File: src/rtl/ccl_pkg.sv
// ============================================================================
// ccl_pkg
// Shared types and constants for the chunk cache LRU lookup block.
// ============================================================================
package ccl_pkg;

  // Default sizing
  localparam int DEF_CACHE_SLOTS = 32;
  localparam int DEF_COORD_BITS  = 24;

  // Fixed field widths on the stream ports
  localparam int FIELD_BITS  = 24;
  localparam int SLOT_BITS   = 5;
  localparam int IN_TDATA_W  = 80;
  localparam int OUT_TDATA_W = 80;

  // Result status codes
  typedef enum logic [1:0] {
    ST_HIT    = 2'd0,
    ST_MISS   = 2'd1,
    ST_ABSENT = 2'd2
  } status_t;

  // Controller states
  typedef enum logic [1:0] {
    S_IDLE,
    S_SCAN,
    S_COMMIT
  } state_t;

  // Controller to datapath
  typedef struct packed {
    logic start;   // latch request, clear scan trackers
    logic scan;    // scan pass in progress
    logic commit;  // apply update and load the result register
  } ccl_cmd_t;

  // Datapath to controller
  typedef struct packed {
    logic scan_done;  // last slot has been compared
    logic out_free;   // result register can take a new item
  } ccl_stat_t;

endpackage

File: src/rtl/ccl_ctrl.sv
// ============================================================================
// ccl_ctrl
// Sequencer: accept a request, run the slot scan, then commit the update and
// the result once the result register is free.
// ============================================================================
module ccl_ctrl
  import ccl_pkg::*;
(
  input  logic      clk,
  input  logic      rst,
  input  logic      in_valid,
  output logic      in_ready,
  input  ccl_stat_t stat,
  output ccl_cmd_t  cmd
);

  state_t state, state_next;

  // State register
  always_ff @(posedge clk) begin
    if (rst) begin
      state <= S_IDLE;
    end else begin
      state <= state_next;
    end
  end

  // Next state
  always_comb begin
    state_next = state;
    unique case (state)
      S_IDLE: begin
        if (in_valid) state_next = S_SCAN;
      end
      S_SCAN: begin
        if (stat.scan_done) state_next = S_COMMIT;
      end
      S_COMMIT: begin
        if (stat.out_free) state_next = S_IDLE;
      end
      default: state_next = S_IDLE;
    endcase
  end

  // Outputs
  always_comb begin
    in_ready   = (state == S_IDLE);
    cmd.start  = (state == S_IDLE) && in_valid;
    cmd.scan   = (state == S_SCAN);
    cmd.commit = (state == S_COMMIT) && stat.out_free;
  end

endmodule

File: src/rtl/ccl_datapath.sv
// ============================================================================
// ccl_datapath
// Position memory, valid bits, age counters, scan trackers and the result
// register.
// ============================================================================
module ccl_datapath
  import ccl_pkg::*;
#(
  parameter int CACHE_SLOTS = DEF_CACHE_SLOTS,
  parameter int COORD_BITS  = DEF_COORD_BITS
) (
  input  logic                         clk,
  input  logic                         rst,
  input  ccl_cmd_t                     cmd,
  output ccl_stat_t                    stat,
  input  logic signed [FIELD_BITS-1:0] req_x_in,
  input  logic signed [FIELD_BITS-1:0] req_y_in,
  input  logic signed [FIELD_BITS-1:0] req_z_in,
  input  logic                         req_present_in,
  output logic                         res_valid,
  input  logic                         res_ready,
  output logic [OUT_TDATA_W-1:0]       res_data
);

  localparam int IDXW = $clog2(CACHE_SLOTS);
  localparam int AGEW = IDXW;
  localparam int POSW = 3 * COORD_BITS;
  localparam logic [IDXW-1:0] LAST_IDX = IDXW'(CACHE_SLOTS - 1);

  // Latched request
  logic [POSW-1:0] req_pos;
  logic            req_present;

  // Slot state
  logic [POSW-1:0] pos_mem [CACHE_SLOTS];
  logic [POSW-1:0] rd_data;
  logic [CACHE_SLOTS-1:0] slot_valid;
  logic [AGEW-1:0] slot_age [CACHE_SLOTS];

  // Scan pipeline: read issue then compare
  logic            issue_on;
  logic [IDXW-1:0] issue_idx;
  logic            cmp_vld;
  logic [IDXW-1:0] cmp_idx;

  // Trackers
  logic            hit_found;
  logic [IDXW-1:0] hit_idx;
  logic [AGEW-1:0] hit_age;
  logic            empty_found;
  logic [IDXW-1:0] empty_idx;
  logic [IDXW-1:0] best_idx;
  logic [AGEW-1:0] best_age;
  logic [POSW-1:0] best_pos;

  // Decision
  status_t         res_status;
  logic [IDXW-1:0] target;
  logic            age_all;
  logic [AGEW-1:0] limit;
  logic            do_alloc;
  logic            evict;
  logic [POSW-1:0] ev_pos;

  logic            cmp_slot_valid;
  logic [AGEW-1:0] cmp_age;

  // Request latch; coordinates resized to the stored width
  always_ff @(posedge clk) begin
    if (cmd.start) begin
      req_pos     <= {COORD_BITS'(req_z_in), COORD_BITS'(req_y_in), COORD_BITS'(req_x_in)};
      req_present <= req_present_in;
    end
  end

  // Read issue counter
  always_ff @(posedge clk) begin
    if (rst) begin
      issue_on  <= 1'b0;
      issue_idx <= '0;
      cmp_vld   <= 1'b0;
    end else begin
      cmp_vld <= cmd.scan && issue_on;
      if (cmd.start) begin
        issue_on  <= 1'b1;
        issue_idx <= '0;
      end else if (cmd.scan && issue_on) begin
        if (issue_idx == LAST_IDX) issue_on <= 1'b0;
        else                       issue_idx <= issue_idx + 1'b1;
      end
    end
  end

  // Position memory: one read port for the scan, one write port at commit
  always_ff @(posedge clk) begin
    if (cmd.scan && issue_on) begin
      rd_data <= pos_mem[issue_idx];
      cmp_idx <= issue_idx;
    end
    if (cmd.commit && do_alloc) begin
      pos_mem[target] <= req_pos;
    end
  end

  assign cmp_slot_valid = slot_valid[cmp_idx];
  assign cmp_age        = slot_age[cmp_idx];

  // Compare stage trackers
  always_ff @(posedge clk) begin
    if (cmd.start) begin
      hit_found   <= 1'b0;
      empty_found <= 1'b0;
      hit_idx     <= '0;
      empty_idx   <= '0;
    end else if (cmp_vld) begin
      if (!hit_found && cmp_slot_valid && rd_data == req_pos) begin
        hit_found <= 1'b1;
        hit_idx   <= cmp_idx;
        hit_age   <= cmp_age;
      end
      if (!empty_found && !cmp_slot_valid) begin
        empty_found <= 1'b1;
        empty_idx   <= cmp_idx;
      end
      // oldest entry, lowest index on ties
      if (cmp_idx == '0 || cmp_age > best_age) begin
        best_idx <= cmp_idx;
        best_age <= cmp_age;
        best_pos <= rd_data;
      end
    end
  end

  // Outcome of the scan
  always_comb begin
    res_status = ST_HIT;
    target     = hit_idx;
    age_all    = 1'b0;
    limit      = hit_age;
    do_alloc   = 1'b0;
    evict      = 1'b0;
    ev_pos     = '0;
    priority if (hit_found) begin
      res_status = ST_HIT;
    end else if (!req_present) begin
      res_status = ST_ABSENT;
      target     = '0;
    end else if (empty_found) begin
      res_status = ST_MISS;
      target     = empty_idx;
      age_all    = 1'b1;
      do_alloc   = 1'b1;
    end else begin
      res_status = ST_MISS;
      target     = best_idx;
      limit      = best_age;
      do_alloc   = 1'b1;
      evict      = 1'b1;
      ev_pos     = best_pos;
    end
  end

  // Valid bits
  always_ff @(posedge clk) begin
    if (rst) begin
      slot_valid <= '0;
    end else if (cmd.commit && do_alloc) begin
      slot_valid[target] <= 1'b1;
    end
  end

  // Age counters: younger valid entries step up, the target goes to zero
  always_ff @(posedge clk) begin
    if (cmd.commit && res_status != ST_ABSENT) begin
      for (int j = 0; j < CACHE_SLOTS; j++) begin
        if (j == int'(target)) begin
          slot_age[j] <= '0;
        end else if (slot_valid[j] && (age_all || slot_age[j] < limit)) begin
          slot_age[j] <= slot_age[j] + 1'b1;
        end
      end
    end
  end

  // Result register
  always_ff @(posedge clk) begin
    if (rst) begin
      res_valid <= 1'b0;
    end else if (cmd.commit) begin
      res_valid <= 1'b1;
    end else if (res_ready) begin
      res_valid <= 1'b0;
    end
  end

  always_ff @(posedge clk) begin
    if (cmd.commit) begin
      res_data <= {
        FIELD_BITS'($unsigned(ev_pos[3*COORD_BITS-1:2*COORD_BITS])),
        FIELD_BITS'($unsigned(ev_pos[2*COORD_BITS-1:COORD_BITS])),
        FIELD_BITS'($unsigned(ev_pos[COORD_BITS-1:0])),
        evict,
        SLOT_BITS'(target),
        res_status
      };
    end
  end

  assign stat.scan_done = cmp_vld && (cmp_idx == LAST_IDX);
  assign stat.out_free  = !res_valid || res_ready;

endmodule

File: src/rtl/chunk_cache_lru_lookup.sv
// ============================================================================
// chunk_cache_lru_lookup
// Fully associative chunk position directory with age-counter LRU
// replacement: hit, allocate (first empty or oldest slot) or absent.
// ============================================================================
//  channel  dir  handshake               payload
//  s_*      in   s_tvalid / s_tready     chunk_x, chunk_y, chunk_z, present
//  m_*      out  m_tvalid / m_tready     status, slot, evicted_valid, evicted xyz
//
//  After acceptance the block reads every slot in turn, compares the last
//  entry and commits, and m_tvalid then rises. A new item is taken only
//  once the previous one has committed.
//  Reset clears the valid bits and control; positions and ages stay
//  unset until written. A stalled result holds its register and the
//  following item scans meanwhile, waiting at commit until it is taken.
// ============================================================================
module chunk_cache_lru_lookup
  import ccl_pkg::*;
#(
  parameter int CACHE_SLOTS = DEF_CACHE_SLOTS,
  parameter int COORD_BITS  = DEF_COORD_BITS
) (
  input  logic                   clk,
  input  logic                   rst,
  input  logic                   s_tvalid,
  output logic                   s_tready,
  // [23:0] chunk_x, [47:24] chunk_y, [71:48] chunk_z, [72] present_in_store
  input  logic [IN_TDATA_W-1:0]  s_tdata,
  output logic                   m_tvalid,
  input  logic                   m_tready,
  // [1:0] status, [6:2] slot, [7] evicted_valid,
  // [31:8] evicted_x, [55:32] evicted_y, [79:56] evicted_z
  output logic [OUT_TDATA_W-1:0] m_tdata
);

  ccl_cmd_t  cmd;
  ccl_stat_t stat;

  ccl_ctrl u_ctrl (
    .clk      (clk),
    .rst      (rst),
    .in_valid (s_tvalid),
    .in_ready (s_tready),
    .stat     (stat),
    .cmd      (cmd)
  );

  ccl_datapath #(
    .CACHE_SLOTS (CACHE_SLOTS),
    .COORD_BITS  (COORD_BITS)
  ) u_datapath (
    .clk            (clk),
    .rst            (rst),
    .cmd            (cmd),
    .stat           (stat),
    .req_x_in       (s_tdata[23:0]),
    .req_y_in       (s_tdata[47:24]),
    .req_z_in       (s_tdata[71:48]),
    .req_present_in (s_tdata[72]),
    .res_valid      (m_tvalid),
    .res_ready      (m_tready),
    .res_data       (m_tdata)
  );

endmodule

File: config.mk
export PLATFORM = sky130hd
export DESIGN_NAME = chunk_cache_lru_lookup
export DESIGN_NICKNAME = d
export VERILOG_FILES = /design/src/rtl/ccl_pkg.sv /design/src/rtl/ccl_ctrl.sv /design/src/rtl/ccl_datapath.sv /design/src/rtl/chunk_cache_lru_lookup.sv
export SDC_FILE = /design/constraint.sdc
export NUM_CORES = 2
export LEC_CHECK = 0
export BUFFER_PORTS_ARGS = -buffer_cell sky130_fd_sc_hd__clkbuf_2
export CORE_AREA = 4 4 574 576
export CTS_BUF_LIST = sky130_fd_sc_hd__clkbuf_4 sky130_fd_sc_hd__clkbuf_8
export CTS_CLUSTER_DIAMETER = 40
export DETAILED_ROUTE_END_ITERATION = 10
export DIE_AREA = 0 0 578 580
export PLACE_DENSITY = 0.59
export SLEW_MARGIN = 30
export SYNTH_ARGS = -nofsm -noshare
export SYNTH_HDL_FRONTEND = slang
export SYNTH_SLANG_ARGS = --single-unit
File: constraint.sdc
create_clock -name clk -period 9.4 [get_ports clk]
set_clock_uncertainty 0.1 [all_clocks]
set_input_delay 2.35 -clock clk [delete_from_list [all_inputs] [get_ports clk]]
set_output_delay 2.35 -clock clk [all_outputs]
set_load 0.02 [all_outputs]
# Yosys cells after proc, flatten, opt, wreduce, memory -nomap -nowiden
# Memories as Yosys holds them, arrays and structs flattened. A register that Yosys moved wholly into a read port is not among the register bits.
# Cells that the tools add are included.
# Widths: inputs -> output; s select.
[totals] word_cells=549 output_inout_bits=82 regBits=299 inputBits=84 memories=2 mem_bits_rw=2464
[op_classes] n_bitwise=36 muxes=286 n_eq_ne=40 n_reduce_logical=96 order_cmp=36 add_sub_neg=33
[mem_list] memory="u_datapath.pos_mem" depth=32 width=72 rd=1 rd_ports_with_merged_regs=1 write_ports=1 line="ccl_datapath.sv:35" rtl="logic [POSW-1:0] pos_mem [CACHE_SLOTS];"
[mem_list] memory="u_datapath.slot_age" depth=32 width=5 rd=33 rd_ports_with_merged_regs=1 write_ports=32 line="ccl_datapath.sv:38" rtl="logic [AGEW-1:0] slot_age [CACHE_SLOTS];"
[op_table] op="$mux 1" n=239
[op_table] op="$mux 5" n=39
[op_table] op="$add 5x1->5 const B" n=33
[op_table] op="$lt 5x5->1" n=32
[op_table] op="$eq 5x5->1 const A" n=16
[op_table] op="$eq 72x72->1" n=1
[op_table] op="$logic_and 1x1->1" n=42
[op_table] op="$eq 4x5->1 const A" n=8
[op_table] op="$logic_or 1x1->1" n=34
[op_table] op="$or 1x1->1" n=32
[op_table] op="$or 32x32->32" n=1
[op_table] op="$eq 3x5->1 const A" n=4
[op_table] op="$lt 5x6->1 const B" n=2
[op_table] op="$eq 2x5->1 const A" n=2
[op_table] op="$eq 5x5->1 const B" n=2
[op_table] op="$logic_not 5->1" n=2
[op_table] op="$mux 2" n=5
[op_table] op="$reduce_and 3->1" n=3
[op_table] op="$reduce_and 2->1" n=4
[op_table] op="$ne 2x2->1 const B" n=3
[op_table] op="$pmux 2 s3" n=1
[op_table] op="$reduce_bool 2->1" n=3
[op_table] op="$bmux 1 s5" n=1
[op_table] op="$demux 1 s5" n=1
[op_table] op="other kinds (11)" n=17

# Depth between registers and ports, before layout
[logic_depth] word_depth=11 depth_mapped=12 ltp_nobuf=10

# By module
# Synthesis repeated with hierarchy kept, for this count alone.
[hier_totals] hier_cells=5208 area_unflattened_um2=112865.7
[by_module_without_submodules] mod="ccl_datapath" instances=1 seq_area_each_um2=84651.2 area_per_inst_um2=112753.1 cells_per_inst=5195
[by_module_without_submodules] mod="ccl_ctrl" instances=1 seq_area_each_um2=40.0 area_per_inst_um2=112.6 cells_per_inst=13

# Least setup slack after synthesis
# Ideal clock, no wire load.
[synth_path] path_kind="reg-to-reg" start="register (tool-made name)" end="register u_datapath.best_age[0], enable pin" path_stages_with_launch=12 setup_slack_ns=1.784 t_arrival_ns=6.966 required_ns=8.750 period_less_slack_ns=7.616 setup_time_ns=0.550 path_cell_list="dfxtp_1 buf_1 mux4_2 mux4_2 mux2_2 ha_1 nor2b_1 o21a_1 o21a_1 o21a_1 o22ai_1 a21oi_1"
[synth_lines] element="end signal: assignment" line="ccl_datapath.sv:128" rtl="best_age <= cmp_age;"
[synth_lines] element="end: declaration" line="ccl_datapath.sv:53" rtl="logic [AGEW-1:0] best_age;"

==> results.py <==
metrics = {
    "timing": {
        "hold_viol_final": 0,
        "hold_slack_ns": 0.364,
        "post-route-period-util_pct": 58.2,
        "fin_crit_ns": 5.47,
        "rsz0062_at_grt": "false",
        "fin_tns_setup_ns": 0,
        "worst_pin_slew_ns": 1.09,
        "setup_viol": 0,
        "setup_ws_ns": 3.93,
        "slew_viol_final": 0,
        "relSlewSlack_pct": 27.0,
        "max_freq_mhz": 183,
    },
    "power_and_ir_drop": {
        "powerDensity_mw_per_mm2": 196,
        "vdd_ir_drop_max_uv": 103,
        "power.leakage_nw": 39.5,
    },
    "logic_synthesis": {
        "syn_inst": 5246,
        "yosysMostFrequentCell": "edfxtp_1",
        "synthTopCellsByCount": "edfxtp_1 (2,781), mux4_2 (771), ha_1 (167)",
        "synth_top_flop_cell": "edfxtp_1",
        "syn_area_per_cell_um2": 21.6,
        "synth-edff-count": 2781,
        "synth_cell_type_count": 45,
        "ys_seq_area_share_pct": 74.9,
        "synth_top_area_share_pct": 73.8,
        "syn_area_mm2": 0.113,
        "synth_nets": 5497,
        "async_flop_share_pct": 0,
        "synth_top_area_cell": "edfxtp_1",
        "synthTopCellsByArea": "edfxtp_1 (74%), mux4_2 (15%), ha_1 (1.8%)",
        "yosysWarnings": 0,
        "synth_seq_cells": 2840,
    },
    "layout": {
        "fin_util_pct": 40.2,
        "area_growth_pct": 15.2,
        "nets": 6089,
        "stdcell_count": 10500,
        "drive_gt1_share_pct": 31.9,
    },
    "drt": {
        "ant_nets": 0,
        "drt-pass1-iter-count": 9,
        "wire_per_inst_um": 28.4,
        "num_vias": 57100,
        "wl_mm": 300,
        "first_iter_violations": 6442,
        "avgViaCountPerCell": 5.41,
        "drc": 2,
    },
    "place": {
        "hpwl_mm": 164,
        "dp.cells": 9660,
        "gp_routability_congestion": 0.817,
        "dp_slack_ns": 3.40,
        "portBuffers": 158,
    },
    "global_routing": {
        "track_usage_pct": 17.4,
        "gr-total-overflow": 0,
        "antenna_found_initial": 14,
        "grt_pass1_wl_mm": 426,
        "grt_pass1_vias": 58100,
        "grt_max_degree": 143,
    },
    "clock_tree": {
        "clk_latency_ns": 1.09,
        "cts.sink_count": 2840,
        "postCtsSetupRepairBufs": 0,
        "hold_buffers": 0,
        "post_cts_resized": 0,
        "cts-root-buf": "clkbuf_8",
        "clkSlewWorstSetupHoldPaths_ns": 0.06,
        "cts_tree": "yes",
        "cts_buffers": 470,
        "htree_num_levels": 5,
        "cts.path.max_buffers": 4,
    },
    "flow_run": {
        "cap_violations": 0,
    },
    "floorplanning": {
        "die_w_um": 578,
        "die_height_um": 580,
        "fp.coreArea_mm2": 0.324,
        "ioPinCount": 166,
        "start_util_pct": 34.9,
        "rows": 209,
        "die_area_mm2": 0.335,
    },
    "status": {
        "violations": "design-rule violations",
        "status": "finished, violations left",
    },
    "critical_path": {
        "end_kind": "register",
        "critPathMaxFanout": 47,
        "crit_path_start_kind": "register",
        "critical_path_class": "reg2reg",
        "crit_required_ns": 9.96,
        "crit_arrival_ns": 6.03,
    },
    "hold_path": {
        "hp-class": "reg2reg",
    },
}
-- sequential cells by signal, summed over array words and instances, names as in the netlist, 2 cells and up, named ones only --
signal,cells
u_datapath.best_idx,5
u_datapath.rd_data,72
u_datapath.res_data,80
u_datapath.pos_mem,2304
u_datapath.slot_age,160
u_ctrl.state,2
u_datapath.hit_idx,5
u_datapath.hit_age,5
u_datapath.best_pos,72
u_datapath.req_pos,72
u_datapath.issue_idx,5
u_datapath.cmp_idx,5
u_datapath.slot_valid,32
u_datapath.empty_idx,5
u_datapath.best_age,5
-- logic make-up (layout without fill, tap and decap cells) --
family | count (synthesis) | after routing | share of synthesized area, %
and+or+nand+nor | 695 | 695 | 3.22
muxes | 882 | 882 | 16.5
adders and majority gates | 167 | 167 | 1.85
buffers and inverters | 255 | 1224 | 0.976
other | 0 | 8 | 0
DFF | 2840 | 2840 | 74.9
AOI/OAI and AO/OA | 260 | 260 | 1.44
xor gates and xnor gates | 147 | 147 | 1.14
-- final timing paths --
path                          from                 endpoint  slack (ns)  depth (start not counted)
max reg2reg               register  u_datapath.best_pos[51]        3.93                         13
max                       register  u_datapath.best_pos[51]        3.93                         13
min reg2reg  u_datapath.hit_idx[4]    u_datapath.hit_idx[4]        0.36                          2
min          u_datapath.hit_idx[4]    u_datapath.hit_idx[4]        0.36                          2
-- placed cells by master, fill, tap and decap left out, types with 69 or more instances in the layout --
cell type	instances
ha_1	167
and2_1	72
o21a_1	73
clkinv_1	135
clkbuf_4	123
clkbuf_2	158
mux4_2	771
nor2_1	111
nand2_1	113
buf_4	120
nand3_1	88
edfxtp_1	2781
a21oi_1	69
clkbuf_8	475
nor4_1	113
xor2_1	79
mux2_2	76
-- where the power goes --
part           internal (mW)  switching [mW]
registers               13.9          0.0613
logic                  0.256           0.440
clock network           5.86            5.02
total                   20.0            5.52
-- area by class of cell --
class	count	area, um2
fill	28800	193000
sequential	2840	84700
multi-input combinational	2151	27700
clock buffer	598	7460
tap	4325	5410
timing repair buffer	346	2890
clock inverter	251	1920
inverter	29	124
antenna	8	20.0
-- critical path: stages (launching register included) --
cell and delay (ns):
dfxtp_2 0.55, buf_4 0.50, mux4_2 0.63, mux4_2 0.46, mux2_2 0.33, ha_1 0.31, nor2b_1 0.13, o21a_1 0.12
o21a_1 0.10, o21a_1 0.10, o22ai_1 0.11, a21oi_4 0.15, buf_4 0.58, buf_4 0.78
-- layer usage --
| layer | global-route usage [%] | wire (um) | vias to the layer above |
|---|---|---|---|
| met5 | 0 | 52 | - |
| met4 | 4.89 | 7590 | 6 |
| met3 | 2.90 | 22000 | 479 |
| met2 | 28.4 | 146000 | 2443 |
| met1 | 24.2 | 124000 | 30700 |
| li1 | - | - | 23400 |
-- stage by stage --
stage | total power [mW] | area [um2]
after detailed placement | 14.9 | 120000
after global routing | 26.5 | 130000
after CTS | 25.8 | 130000
after floorplan | 14.6 | 113000
final | 25.6 | 130000
after global placement | 14.9 | 120000
Note: power is estimated with default switching activity, not from simulation.
